<file path="config.mk">
export PLATFORM = sky130hd
export DESIGN_NAME = raps_move_alu
export DESIGN_NICKNAME = d
export VERILOG_FILES = /design/src/rtl/core/raps_pkg.sv /design/src/rtl/core/raps_move_alu.sv
export SDC_FILE = /design/constraint.sdc
export NUM_CORES = 2
export LEC_CHECK = 0
export BUFFER_PORTS_ARGS = -buffer_cell sky130_fd_sc_hd__buf_4
export CAP_MARGIN = 20
export CORE_MARGIN = 5
export CORE_UTILIZATION = 60
export DETAILED_ROUTE_END_ITERATION = 10
export MAX_ROUTING_LAYER = met4
export PLACE_DENSITY = 0.8
export RECOVER_POWER = 50
export SYNTH_ARGS = -nofsm -noshare
export SYNTH_HDL_FRONTEND = slang
export SYNTH_SLANG_ARGS = --single-unit
</file>
<file path="constraint.sdc">
create_clock -name aclk -period 17.3 [get_ports aclk]
set_clock_uncertainty 0.1 [all_clocks]
set_input_delay 5.19 -clock aclk [delete_from_list [all_inputs] [get_ports aclk]]
set_output_delay 5.19 -clock aclk [all_outputs]
set_load 0.02 [all_outputs]
</file>
<file path="src/rtl/core/raps_pkg.sv">
// shared types and constants for the ring averaging particle step unit
`default_nettype none

package raps_pkg;

    localparam int POS_W = 32;
    localparam int CFG_W = 11;
    localparam int OP_W  = 2;

    localparam logic [OP_W-1:0] OP_LOAD    = 2'd0;
    localparam logic [OP_W-1:0] OP_MOVE    = 2'd1;
    localparam logic [OP_W-1:0] OP_RESTART = 2'd2;
    localparam logic [OP_W-1:0] OP_NOP     = 2'd3;

    // stage controls from the sequencer to the move datapath
    typedef struct packed {
        logic load_pos;
        logic diff_en;
        logic mul_en;
        logic right;
    } move_ctrl_t;

endpackage

`default_nettype wire

</file>
<file path="src/rtl/core/raps_move_alu.sv">
// move datapath: ring distance, scaled step, wrap and saturation
`default_nettype none

module raps_move_alu
    import raps_pkg::*;
#(
    parameter int STEP_BITS = 16
) (
    input  wire logic                 aclk,
    input  wire move_ctrl_t           ctrl,
    input  wire logic [POS_W-1:0]     rdata,
    input  wire logic [POS_W:0]       circ,
    input  wire logic [STEP_BITS-1:0] step_fraction,
    output logic      [POS_W-1:0]     new_pos,
    output logic                      wrapped
);

    localparam int DW = POS_W + 2;
    localparam int MW = POS_W + 1;
    localparam int NW = POS_W + 3;

    logic [POS_W-1:0]        pos_reg;
    logic [MW-1:0]           mag_reg;
    logic                    neg_reg;
    logic [MW+STEP_BITS-1:0] prod_reg;
    logic                    prod_neg_reg;

    logic signed [DW-1:0] d0;
    logic signed [DW-1:0] d1;
    logic signed [DW-1:0] d_abs;
    logic        [MW-1:0] delta;
    logic signed [NW-1:0] np0;
    logic signed [NW-1:0] np1;
    logic signed [NW-1:0] c_n;
    logic signed [NW-1:0] pos_max;

    always_comb begin
        d0 = $signed({2'b00, rdata}) - $signed({2'b00, pos_reg});
        d1 = d0;
        if (ctrl.right && d0 < 0) begin
            d1 = d0 + $signed({1'b0, circ});
        end else if (!ctrl.right && d0 > 0) begin
            d1 = d0 - $signed({1'b0, circ});
        end
        d_abs = d1[DW-1] ? -d1 : d1;
    end

    always_ff @(posedge aclk) begin
        if (ctrl.load_pos) begin
            pos_reg <= rdata;
        end
        if (ctrl.diff_en) begin
            mag_reg <= d_abs[MW-1:0];
            neg_reg <= d1[DW-1];
        end
        if (ctrl.mul_en) begin
            prod_reg     <= (MW+STEP_BITS)'(mag_reg) * (MW+STEP_BITS)'(step_fraction);
            prod_neg_reg <= neg_reg;
        end
    end

    // truncating shift of the product toward zero on the magnitude
    assign delta   = prod_reg[STEP_BITS +: MW];
    assign c_n     = $signed({2'b00, circ});
    assign pos_max = $signed({3'b000, {POS_W{1'b1}}});

    always_comb begin
        np0 = prod_neg_reg ? $signed({3'b000, pos_reg}) - $signed({2'b00, delta})
                           : $signed({3'b000, pos_reg}) + $signed({2'b00, delta});
        np1     = np0;
        wrapped = 1'b0;
        if (ctrl.right) begin
            if (np0 > c_n) begin
                np1     = np0 - c_n;
                wrapped = 1'b1;
            end
        end else begin
            if (np0 < 0) begin
                np1     = np0 + c_n;
                wrapped = 1'b1;
            end
        end
        if (np1 < 0) begin
            new_pos = '0;
        end else if (np1 > pos_max) begin
            new_pos = {POS_W{1'b1}};
        end else begin
            new_pos = np1[POS_W-1:0];
        end
    end

endmodule

`default_nettype wire
</file>
==> results.json <==
{
  "reg2reg_from": "mag_reg[12]",
  "place_hpwl_um": 74040,
  "cp-end-kind": "output port",
  "crit_fanout": 33,
  "synth_fp_nets": 4888,
  "cts_resized": 0,
  "io_pins": 119,
  "min_delay_path_depth": 0,
  "cpPeakStageDelay_ns": 0.78,
  "gp_congestion": 0.9738,
  "layout_common_cells": "621 x inv_1, 527 x nand2_1, 438 x fa_1",
  "synthArstFlopShare_pct": 0,
  "wl_per_cell_um": 19.63,
  "worst_slack_ns": 1.318,
  "grt_pass1_vias": 28020,
  "overflow": 0,
  "first_pass_iters": 5,
  "synth_seq_cells": 100,
  "hold_buffers": 0,
  "grt_usage_pct": 31.49,
  "die_w_um": 242.8,
  "finalCritPeriodShare_pct": 92.38,
  "grt_pass1_wl_um": 147600,
  "grt_antenna_before_repair": 1,
  "synth_top_area_share_pct": 26.97,
  "met2_usage_pct": 50.17,
  "viasPerCell": 6.119,
  "use_met1_pct": 42.41,
  "cts.sinks": 100,
  "final_antenna_net_count": 0,
  "syn2layout_area_growth_pct": 3.998,
  "min_from": "neg_reg",
  "via_count": 28540,
  "hold_viol": 0,
  "antenna_cells": 0,
  "post-cts-setup-buffers": 0,
  "htreeDepth": 3,
  "critPathTopFamily": "compound AO/OA/AOI/OAI gates",
  "clk_pin_slew_worst_paths_ns": 0.07,
  "met3_usage_pct": 4.708,
  "worstSetupPathType": "in -> out",
  "finalSetupViolations": 0,
  "busiest_layer": "met2",
  "drc": 0,
  "final_common_cell": "inv_1",
  "reg2reg_depth": 27,
  "pre_cts_ws_ns": 1.534,
  "drt_iter0_drc": 2588,
  "synth_enable_flop_cells": 100,
  "post-route-util_pct": 62.96,
  "postLayoutCellArea_um2": 33810,
  "clock_latency_ns": 0.37,
  "cp_slowest_cell": "a2111oi_0",
  "avgSynthCellArea_um2": 8.096,
  "critical_path.most_common_cell": "buf_4",
  "dieArea_um2": 58940,
  "nNetsFinal": 4835,
  "syn_area_um2": 32510,
  "cts_buffers": 9,
  "num_rows": 85,
  "drv_cap": 3,
  "status": "finished, violations left",
  "worstMarginPinSlew_ns": 2.069,
  "worstReg2RegEnd": "prod_reg[48]",
  "ys_warn_count": 0,
  "cts_buffer_depth": 2,
  "max-slew-margin-rel_pct": -37.96,
  "port_buffers": 118,
  "synth_seq_area_share_pct": 9.236,
  "drive_above_1_share_pct": 4.309,
  "syn_inst": 4016,
  "synthTopCellsByArea": "fa_1 27%, ha_1 13%, edfxtp_1 9.2%",
  "clock-root-buffer": "clkbuf_16",
  "fin_setup_tns_ns": 0,
  "fin_crit_ns": 15.98,
  "required_ns": 12.01,
  "cts_tree": "done",
  "synth_cell_types": 88,
  "worstPathCellList": "buf_4 > inv_1 > ha_1 > inv_1 > a21oi_1 > o21bai_1 > a2111oi_0 > a311oi_1 > o31ai_1 > a31oi_1 > a311o_1 > a311oi_1 > o41ai_1 > o21bai_1 > a21oi_1 > o21bai_2 > buf_4 > a2111o_1 > o21ai_0 > buf_4",
  "grt_max_degree": 54,
  "hold_end": "prod_neg_reg",
  "fmax_ghz": 0.06257,
  "crit_buf_inv": 5,
  "yosysTopAreaCell": "fa_1",
  "worstSetupStartpointType": "primary input",
  "ys.flop_type": "edfxtp_1",
  "initial_core_util_pct": 60.54,
  "drt-total-wl_um": 91570,
  "worst-r2r-setup-slack_ns": 8.16,
  "grt_setup_unrepaired": "no",
  "cp_data_arrival_time_ns": 10.69,
  "drv_slew": 103,
  "violations": "max-capacitance violations, max-slew violations",
  "die_h_um": 242.8,
  "core_um2": 53710,
  "critical_path.startpoint": "circ[8]",
  "dpl_cell_area_um2": 33650,
  "min-delay-path-class": "reg -> reg"
}
==> routing by layer <==
metal | share of wire (%) | up-vias
met3 | 8.4 | 193
met2 | 47 | 1234
met4 | 3.3 | 0
li1 | - | 13220
met1 | 42 | 13900
met5 | 0 | -
==> cells in the mapped netlist (all sizes together) (44+ instances only) <==
| master | number |
|---|---|
| nand2 | 528 |
| and2 | 154 |
| fa | 438 |
| ha | 348 |
| edfxtp | 100 |
| o21bai | 44 |
| xor2 | 44 |
| a21oi | 263 |
| o21ai | 181 |
| nor2 | 243 |
| xnor2 | 119 |
| inv | 623 |
| a21o | 50 |
| nor3 | 75 |
| clkbuf | 183 |
==> worst reg2reg max path: cells and delay by family (launching register included) <==
kind	cells	cell delay [ns]
compound gates	11	3.74
fa+ha+maj	7	3.33
simple gates	3	0.52
flops	1	0.85
buf+inv	5	0.26
xor+xnor	1	0.08
==> metrics by stage <==
stage / hold slack (ns) / instances
2_1_floorplan: 0.3003 / 4016
3_3_place_gp: 0.3068 / 4648
3_5_place_dp: 0.3273 / 4648
4_1_cts: 0.3444 / 4664
5_1_grt: 0.3542 / 4664
6_report: 0.3409 / 4664
==> cells by family (layout without fill, tap and decap cells) <==
logic type               after synthesis  in the layout  synth area share [%]
AO/OA/AOI/OAI                        897            897                 18.15
XOR/XNOR                             163            163                 4.414
adder cells (fa/ha/maj)              786            786                 40.36
buffers and inverters                820            772                 9.548
flip-flops                           100            100                 9.236
multiplexers                          19             19                0.6003
AND/OR/NAND/NOR                     1231           1231                 17.69
==> worst max-delay path by stage <==
stage,to,cells after the start
global route,new_pos[28],20
CTS,new_pos[9],20
finish,new_pos[26],20
floorplan,new_pos[22],18
detailed placement,new_pos[9],20
global placement,new_pos[20],20
==> layout make-up <==
class                      instances  area (um2)
clock buffer                       9       225.2
clock inverter                     7       57.56
fill                            4830       19900
inverter                         623        2338
multi-input combinational       3096       26440
sequential                       100        3003
tap                              696       870.8
timing repair buffer             133       882.1
Power is not shown: default switching activity piles up to over one toggle a cycle in this logic, so the estimate is an artifact.
